--- config.mk ---
export PLATFORM = sky130hd
export DESIGN_NAME = device_affinity_table_with_aging_unit
export DESIGN_NICKNAME = d
export VERILOG_FILES = /design/src/rtl/daff_pkg.sv /design/src/rtl/daff_ctrl.sv /design/src/rtl/daff_dpath.sv /design/src/rtl/device_affinity_table_with_aging_unit.sv
export SDC_FILE = /design/constraint.sdc
export NUM_CORES = 1
export LEC_CHECK = 0
export ABC_AREA = 1
export ABC_CLOCK_PERIOD_IN_PS = 17800
export BUFFER_PORTS_ARGS = -buffer_cell sky130_fd_sc_hd__buf_2
export CORE_ASPECT_RATIO = 0.75
export CORE_UTILIZATION = 45
export CTS_BUF_LIST = sky130_fd_sc_hd__clkbuf_4
export DETAILED_ROUTE_END_ITERATION = 10
export GPL_TIMING_DRIVEN = 0
export PLACE_DENSITY = 0.57
export SKIP_LAST_GASP = 1
export SLEW_MARGIN = 40
export SYNTH_ARGS = -nofsm -noshare
export SYNTH_HDL_FRONTEND = slang
export SYNTH_SLANG_ARGS = --single-unit
--- constraint.sdc ---
create_clock -name i_clk -period 17.8 [get_ports i_clk]
set_clock_uncertainty 0.05 [all_clocks]
set_input_delay 0.89 -clock i_clk [delete_from_list [all_inputs] [get_ports i_clk]]
set_output_delay 0.89 -clock i_clk [all_outputs]
set_load 0.02 [all_outputs]
--- src/rtl/daff_pkg.sv ---
`default_nettype none
// ----------------------------------------------------------------------------
// daff_pkg: shared types and codes for the device affinity table
// Item structs for both channels, status and op codes, and the command and
// status bundles that pass between the controller and the datapath.
// ----------------------------------------------------------------------------
package daff_pkg;

    // op codes of an input item
    localparam logic OP_LOOKUP = 1'b0;
    localparam logic OP_TICK   = 1'b1;

    // result status codes
    localparam logic [1:0] ST_FOUND    = 2'd0;
    localparam logic [1:0] ST_INSERTED = 2'd1;
    localparam logic [1:0] ST_FULL     = 2'd2;

    localparam int KEY_W = 64;
    localparam int IDX_W = 6;

    typedef struct packed {
        logic             op;
        logic [KEY_W-1:0] device_key;
    } t_in_item;

    typedef struct packed {
        logic [1:0]       status;
        logic [IDX_W-1:0] worker_index;
    } t_out_item;

    // controller to datapath
    typedef struct packed {
        logic start;   // lookup accepted: latch key, run pending sweep
        logic tick;    // tick accepted: mark sweep pending
        logic scan;    // step the slot scan
        logic commit;  // update table, load result register
    } t_dp_cmd;

    // datapath to controller
    typedef struct packed {
        logic scan_done;
    } t_dp_sts;

endpackage : daff_pkg
`default_nettype wire

--- src/rtl/daff_ctrl.sv ---
`default_nettype none
// ----------------------------------------------------------------------------
// daff_ctrl: sequencer for the device affinity table
// Accepts items while idle, steps the datapath through scan and commit, and
// owns the valid bit of the result register.
// ----------------------------------------------------------------------------
module daff_ctrl (
    input  wire logic             i_clk,
    input  wire logic             i_rst_n,
    input  wire logic             i_in_valid,
    input  wire logic             i_in_op,
    output logic                  o_in_stall,
    output logic                  o_out_valid,
    input  wire logic             i_out_stall,
    output daff_pkg::t_dp_cmd     o_cmd,
    input  wire daff_pkg::t_dp_sts i_sts
);

    typedef enum logic [2:0] {
        S_IDLE   = 3'b001,
        S_SCAN   = 3'b010,
        S_FINISH = 3'b100
    } t_state;

    t_state r_state, n_state;
    logic   r_out_vld, n_out_vld;
    logic   in_acc;
    logic   can_load;

    assign o_in_stall  = (r_state != S_IDLE);
    assign o_out_valid = r_out_vld;
    assign in_acc      = i_in_valid && (r_state == S_IDLE);
    assign can_load    = !r_out_vld || !i_out_stall;

    // issue datapath commands
    always_comb begin
        o_cmd        = '0;
        o_cmd.start  = in_acc && (i_in_op == daff_pkg::OP_LOOKUP);
        o_cmd.tick   = in_acc && (i_in_op == daff_pkg::OP_TICK);
        o_cmd.scan   = (r_state == S_SCAN);
        o_cmd.commit = (r_state == S_FINISH) && can_load;
    end

    // advance the state
    always_comb begin
        n_state = r_state;
        unique case (r_state)
            S_IDLE: begin
                if (o_cmd.start) n_state = S_SCAN;
            end
            S_SCAN: begin
                if (i_sts.scan_done) n_state = S_FINISH;
            end
            S_FINISH: begin
                if (can_load) n_state = S_IDLE;
            end
            default: n_state = S_IDLE;
        endcase
    end

    // set on load, drop when the item is taken
    always_comb begin
        n_out_vld = r_out_vld;
        if (o_cmd.commit) begin
            n_out_vld = 1'b1;
        end else if (r_out_vld && !i_out_stall) begin
            n_out_vld = 1'b0;
        end
    end

    always_ff @(posedge i_clk) begin
        if (!i_rst_n) begin
            r_state   <= S_IDLE;
            r_out_vld <= 1'b0;
        end else begin
            r_state   <= n_state;
            r_out_vld <= n_out_vld;
        end
    end

endmodule : daff_ctrl
`default_nettype wire

--- src/rtl/daff_dpath.sv ---
`default_nettype none
// ----------------------------------------------------------------------------
// daff_dpath: slot store, aging sweep and scan logic
// Holds the key memory, used and touched bits and the sweep flag. A scan
// reads one key per cycle and compares it in the next cycle, tracking the
// first hit and the lowest free slot.
// ----------------------------------------------------------------------------
module daff_dpath #(
    parameter int WORKERS = 8
) (
    input  wire logic                          i_clk,
    input  wire logic                          i_rst_n,
    input  wire daff_pkg::t_dp_cmd             i_cmd,
    output daff_pkg::t_dp_sts                  o_sts,
    input  wire logic [daff_pkg::KEY_W-1:0]    i_key,
    output daff_pkg::t_out_item                o_out_item
);

    localparam int SLOTS = 2 * WORKERS;
    localparam int SW    = $clog2(SLOTS);
    localparam logic [SW-1:0] LAST_IDX  = SW'(SLOTS - 1);
    localparam logic [SW-1:0] WORKERS_W = SW'(WORKERS);

    logic [daff_pkg::KEY_W-1:0] mem_key [SLOTS];

    logic [SLOTS-1:0]           r_used;
    logic [SLOTS-1:0]           r_touched;
    logic                       r_pending;
    logic [daff_pkg::KEY_W-1:0] r_key;
    logic [SW-1:0]              r_rd_idx;
    logic                       r_rd_run;
    logic [daff_pkg::KEY_W-1:0] r_rd_key;
    logic [SW-1:0]              r_cmp_idx;
    logic                       r_cmp_vld;
    logic                       r_hit;
    logic [SW-1:0]              r_hit_idx;
    logic                       r_have_free;
    logic [SW-1:0]              r_free_idx;
    daff_pkg::t_out_item        r_out_item;

    logic                       cmp_used;
    logic                       cmp_match;
    logic [SW-1:0]              sel_slot;
    logic [SW-1:0]              sel_mod;
    daff_pkg::t_out_item        res_item;

    assign cmp_used        = r_used[r_cmp_idx];
    assign cmp_match       = (r_rd_key == r_key);
    assign o_sts.scan_done = r_cmp_vld && (r_cmp_idx == LAST_IDX);
    assign o_out_item      = r_out_item;

    // fold slot number onto worker index
    always_comb begin
        sel_slot = r_hit ? r_hit_idx : r_free_idx;
        sel_mod  = (sel_slot >= WORKERS_W) ? (sel_slot - WORKERS_W) : sel_slot;
        priority if (r_hit) begin
            res_item.status       = daff_pkg::ST_FOUND;
            res_item.worker_index = daff_pkg::IDX_W'(sel_mod);
        end else if (r_have_free) begin
            res_item.status       = daff_pkg::ST_INSERTED;
            res_item.worker_index = daff_pkg::IDX_W'(sel_mod);
        end else begin
            res_item.status       = daff_pkg::ST_FULL;
            res_item.worker_index = '0;
        end
    end

    // key memory: one read per scan step, one write at commit
    always_ff @(posedge i_clk) begin
        if (i_cmd.scan && r_rd_run) begin
            r_rd_key <= mem_key[r_rd_idx];
        end
        if (i_cmd.commit && !r_hit && r_have_free) begin
            mem_key[r_free_idx] <= r_key;
        end
    end

    // latch key and result payload
    always_ff @(posedge i_clk) begin
        if (i_cmd.start) begin
            r_key <= i_key;
        end
        if (i_cmd.commit) begin
            r_out_item <= res_item;
        end
        if (i_cmd.scan && r_rd_run) begin
            r_cmp_idx <= r_rd_idx;
        end
    end

    // slot state, sweep flag and scan control
    always_ff @(posedge i_clk) begin
        if (!i_rst_n) begin
            r_used      <= '0;
            r_touched   <= '0;
            r_pending   <= 1'b0;
            r_rd_idx    <= '0;
            r_rd_run    <= 1'b0;
            r_cmp_vld   <= 1'b0;
            r_hit       <= 1'b0;
            r_hit_idx   <= '0;
            r_have_free <= 1'b0;
            r_free_idx  <= '0;
        end else begin
            if (i_cmd.tick) begin
                r_pending <= 1'b1;
            end

            // start: run pending sweep, reset scan
            if (i_cmd.start) begin
                if (r_pending) begin
                    r_used    <= r_used & r_touched;
                    r_touched <= '0;
                    r_pending <= 1'b0;
                end
                r_rd_idx    <= '0;
                r_rd_run    <= 1'b1;
                r_cmp_vld   <= 1'b0;
                r_hit       <= 1'b0;
                r_have_free <= 1'b0;
            end

            // step read address
            if (i_cmd.scan) begin
                r_cmp_vld <= r_rd_run;
                if (r_rd_run) begin
                    if (r_rd_idx == LAST_IDX) begin
                        r_rd_run <= 1'b0;
                    end else begin
                        r_rd_idx <= r_rd_idx + 1'b1;
                    end
                end
            end

            // compare one slot
            if (i_cmd.scan && r_cmp_vld) begin
                if (cmp_used) begin
                    if (!r_hit && cmp_match) begin
                        r_hit     <= 1'b1;
                        r_hit_idx <= r_cmp_idx;
                    end
                end else if (!r_have_free) begin
                    r_have_free <= 1'b1;
                    r_free_idx  <= r_cmp_idx;
                end
            end

            // commit: touch on hit, claim slot on insert
            if (i_cmd.commit) begin
                if (r_hit) begin
                    r_touched[r_hit_idx] <= 1'b1;
                end else if (r_have_free) begin
                    r_used[r_free_idx]    <= 1'b1;
                    r_touched[r_free_idx] <= 1'b1;
                end
            end
        end
    end

endmodule : daff_dpath
`default_nettype wire

--- src/rtl/device_affinity_table_with_aging_unit.sv ---
`default_nettype none
// Lookup: the scan reads one slot key per cycle from the key memory; the result
//   is registered at commit, which waits while an earlier result is stalled,
//   and the next item is accepted back in idle. Tick: taken in idle, stays idle.
// The result register lets the next item enter while a result waits.
// Reset (synchronous, active low) frees all slots, clears touched marks and
//   the sweep flag at once; key memory is not cleared.
// ----------------------------------------------------------------------------
// device_affinity_table_with_aging_unit: device key to worker index map
// Table of 2*WORKERS slots with aging sweep on refresh ticks; hit, insert
// into the lowest free slot, or table full.
// ----------------------------------------------------------------------------
module device_affinity_table_with_aging_unit #(
    parameter int WORKERS = 8
) (
    input  wire logic                i_clk,
    input  wire logic                i_rst_n,
    input  wire logic                i_in_valid,
    output logic                     o_in_stall,
    input  wire daff_pkg::t_in_item  i_in_item,
    output logic                     o_out_valid,
    input  wire logic                i_out_stall,
    output daff_pkg::t_out_item      o_out_item
);

    daff_pkg::t_dp_cmd cmd;
    daff_pkg::t_dp_sts sts;

    daff_ctrl u_ctrl (
        .i_clk       (i_clk),
        .i_rst_n     (i_rst_n),
        .i_in_valid  (i_in_valid),
        .i_in_op     (i_in_item.op),
        .o_in_stall  (o_in_stall),
        .o_out_valid (o_out_valid),
        .i_out_stall (i_out_stall),
        .o_cmd       (cmd),
        .i_sts       (sts)
    );

    daff_dpath #(
        .WORKERS (WORKERS)
    ) u_dpath (
        .i_clk      (i_clk),
        .i_rst_n    (i_rst_n),
        .i_cmd      (cmd),
        .o_sts      (sts),
        .i_key      (i_in_item.device_key),
        .o_out_item (o_out_item)
    );

endmodule : device_affinity_table_with_aging_unit
`default_nettype wire
==> results.txt <==
Worst-Skew Late Latency: 1.22 ns
Placed Area: 0.05135 sq mm
Core Region: 0.1053 sq mm
Placer congestion estimate: 0.8427
Total Nets Final: 4187
NetSw: 1.166 mW
Proportion of layout cells with a drive suffix above 1: 17.79%
Status: finished clean
Most common cell on crit path: buf_2
HP Class: input port to flop
Worst endpoint required time: 18.61 ns
Final Util: 52.86%
Asr flop ratio synth: 0%
Mapped Cells: 3543
DRT Pass-1 Iters: 5
F_max: 248.0 MHz
WP buf/inv: 12
Reg2reg path depth: 16
RR Endpoint: u_dpath.mem_key[15][29]$_DFFE_PP_
Final WL: 134700 um
Reg power frac: 57.5%
Max rail drop VDD: 0.05680 mV
Worst EP arrival: 4.84 ns
Crit path max-delay family: buffers and inverters
CP max-delay cell: dfxtp_1
Drt wl/cell: 23.57 um
Hold WS: 0.3526 ns
Yosys Warn Count: 0
Sw frac: 21.16%
Setup crit end kind: flop
Clk pin slew, worst setup/hold paths: 0.06 ns
Comb pwr share: 1.2%
Ys flop type: edfxtp_1
Max-Cap Viols: 0
Vias per cell: 5.493
Starting density of the core: 45.38%
Synth Area per Inst: 13.49 sq um
GRT Residual Overflow: 0
Final ANT Viol Nets: 0
Min-Delay Path Depth: 2
Leakage: 19.06 nW
Final setup viols: 0
Tmin final: 4.032 ns
# port buffers: 76
Top cell type's share of synthesized area: 73.03%
Post-CTS sizing: 0
Final Slew Violations: 0
Clk root buf: clkbuf_4
Min-delay src: i_in_item[51]
P_int: 4.345 mW
Worst R2R Setup Slack: 13.77 ns
Clk network pwr share: 41.3%
PD cells: 99.02 mW/mm^2
Most common cell after layout, fill and taps aside: edfxtp_1
Synth area leaders: edfxtp_1 73%, nor2_1 5.3%, o21ai_0 3.0%
P&R area growth vs syn: 16.48%
Number of synthesized flops with an enable pin: 1162
Sequence of cells on the critical path: inv_1 -> nand3_1 -> a21oi_2 -> nand2_1 -> nor4_2 -> buf_2 -> buf_2 -> buf_2 -> buf_2 -> buf_2 -> buf_2 -> buf_2 -> buf_2 -> buf_2 -> buf_2 -> buf_2
First-pass GRT wire length: 196900 um
CP peak stage delay: 0.32 ns
Final hold viol count: 0
Largest net degree at the start of global routing: 41
H-tree Lvls: 5
CTS Buf Count: 316
Actual slew at the worst max-slew pin: 0.9319 ns
Vias: 31380
DIE HEIGHT: 284.2 um
I/O Pins: 79
Reg2reg start: u_ctrl.r_state[0]$_SDFFE_PN1P_
DRC errors left: 0
Worst setup path category: flop to flop
Area leader, netlist: edfxtp_1
Synth Cell Area: 0.04778 sq mm
Overall Global Routing Usage: 25.22%
Worst Path Max Fanout: 5
Sequential share of the synthesized area: 75.25%
Crit start category: flop
Post-route cell area: 0.05565 sq mm
Clock Sinks: 1215
Full die area: 0.1075 sq mm
Count of different cell masters after synthesis: 42
CTS tree: built
Unrepaired setup endpoints after global routing: no
Commonest cells after routing, fill and taps aside: 1162 x edfxtp_1, 665 x nor2_1, 445 x clkbuf_4
Min-Delay Endpoint: u_dpath.r_key[51]$_DFFE_PN_
Die W: 378.3 um
Period utilization: 22.65%
Post-DP HPWL: 90420 um
Detailed Route Iter0 Violations: 3526
CTS Buffer Depth: 4
Slew HR: 37.65%
Vias in the first global route: 30230
Setup TNS: 0 ns
Initial antenna violation count: 5
Total power: 5.511 mW
Yosys reg bits: 1215
Num rows: 103
## cells by family after synthesis
logic type               count (synthesis)  synth area share, %
flip-flops                            1215                75.25
multiplexers                           104                2.179
AO/OA/AOI/OAI                          633                8.888
XOR/XNOR                                21               0.3850
other                                    1             0.007849
AND/OR/NAND/NOR                       1184                9.862
buffers and inverters                  384                3.399
adder cells (fa/ha/maj)                  1              0.02618
## worst max path at each step
stage	slack (ns)	to	cells after the start	from
after global routing	13.53	u_dpath.mem_key[15][29]$_DFFE_PP_	16	u_ctrl.r_state[0]$_SDFFE_PN1P_
final	13.77	u_dpath.mem_key[15][29]$_DFFE_PP_	16	u_ctrl.r_state[0]$_SDFFE_PN1P_
after detailed placement	13.40	u_dpath.mem_key[15][29]$_DFFE_PP_	15	i_out_stall
after CTS	13.77	u_dpath.mem_key[15][29]$_DFFE_PP_	16	u_ctrl.r_state[0]$_SDFFE_PN1P_
after floorplan	9.58	u_dpath.r_touched[15]$_SDFF_PN0_	5	i_out_stall
after global placement	2.58	u_dpath.r_used[15]$_SDFF_PN0_	6	i_out_stall
## what timing repair did
| item | CTS | global route |
|---|---|---|
| hold buffers | 68 | 0 |
| setup endpoints to repair | 0 | 0 |
| endpoints found under the hold margin | 76 | 0 |
| buffers inserted | 0 | 0 |
## worst reg2reg max path: stages, from the launching register on
cell     delay, ns
dfxtp_1       0.32
inv_1         0.11
nand3_1       0.16
a21oi_2       0.32
nand2_1       0.20
nor4_2        0.31
buf_2         0.28
buf_2         0.23
buf_2         0.20
buf_2         0.21
buf_2         0.20
buf_2         0.22
buf_2         0.18
buf_2         0.16
buf_2         0.18
buf_2         0.18
buf_2         0.18
## synth_stat cells (2+ instances only)
library cell and n:
inv_1 174, clkbuf_4 4, buf_1 11, mux2i_1 104
o32ai_1 153, xor2_1 12, or2_2 2, nor2_1 672
nor2_4 2, nand2_1 344, o221ai_1 104, a21oi_1 26
nor3_1 8, a31oi_1 2, buf_2 60, nand4_1 7
a21boi_0 3, xnor2_1 9, a211oi_1 2, buf_4 22
o21ai_0 291, o22ai_1 8, o21ai_1 9, dfxtp_1 53
inv_2 4, nand3_1 142, clkbuf_1 107, o21a_1 2
o211ai_1 31, nor2_2 2, edfxtp_1 1162
## cell type report
type / instances / area (sq um)
repair buffers: 254 / 2356
well taps: 1417 / 1773
fillers: 9029 / 49640
clock buffers: 441 / 3311
multi-input cells: 1946 / 10290
inverters: 179 / 704.4
flip-flops and latches: 1215 / 35950
diodes: 7 / 17.52
plain buffers: 205 / 955.9
clock inverters: 48 / 291.5
## power groups by stage
stage | registers, mW | clock network [mW] | logic [mW]
global route | 3.17 | 2.46 | 0.0699
finish | 3.17 | 2.28 | 0.0636
floorplan | 3.21 | 0 | 0.0279
CTS | 3.17 | 2.32 | 0.0641
global placement | 3.23 | 0 | 0.0499
detailed placement | 3.23 | 0 | 0.0524
## registers in the layout, summed over array words and instances, names as in the netlist, 3 cells and up, named ones only
name                count
u_dpath.r_used         16
u_dpath.r_rd_key       64
u_dpath.r_hit_idx       4
u_dpath.r_rd_idx        4
u_dpath.r_touched      16
u_dpath.r_free_idx      4
u_dpath.o_out_item      5
u_dpath.r_key          64
u_dpath.r_cmp_idx       4
u_dpath.mem_key      1024
u_ctrl.r_state          3
## routing by layer
layer / part of all wire [%] / GRT usage (%)
met5: 0 / 0
met1: 46 / 37.68
met3: 9.3 / 6.595
met4: 2.1 / 8.462
met2: 43 / 35.59
## through the flow
| step | cells | setup WS [ns] |
|---|---|---|
| floorplan | 3545 | 9.575 |
| global placement | 5038 | 2.576 |
| detailed placement | 5148 | 13.40 |
| CTS | 5705 | 13.77 |
| global route | 5709 | 13.53 |
| finish | 5712 | 13.77 |
Power figures use the tool's default switching activity.
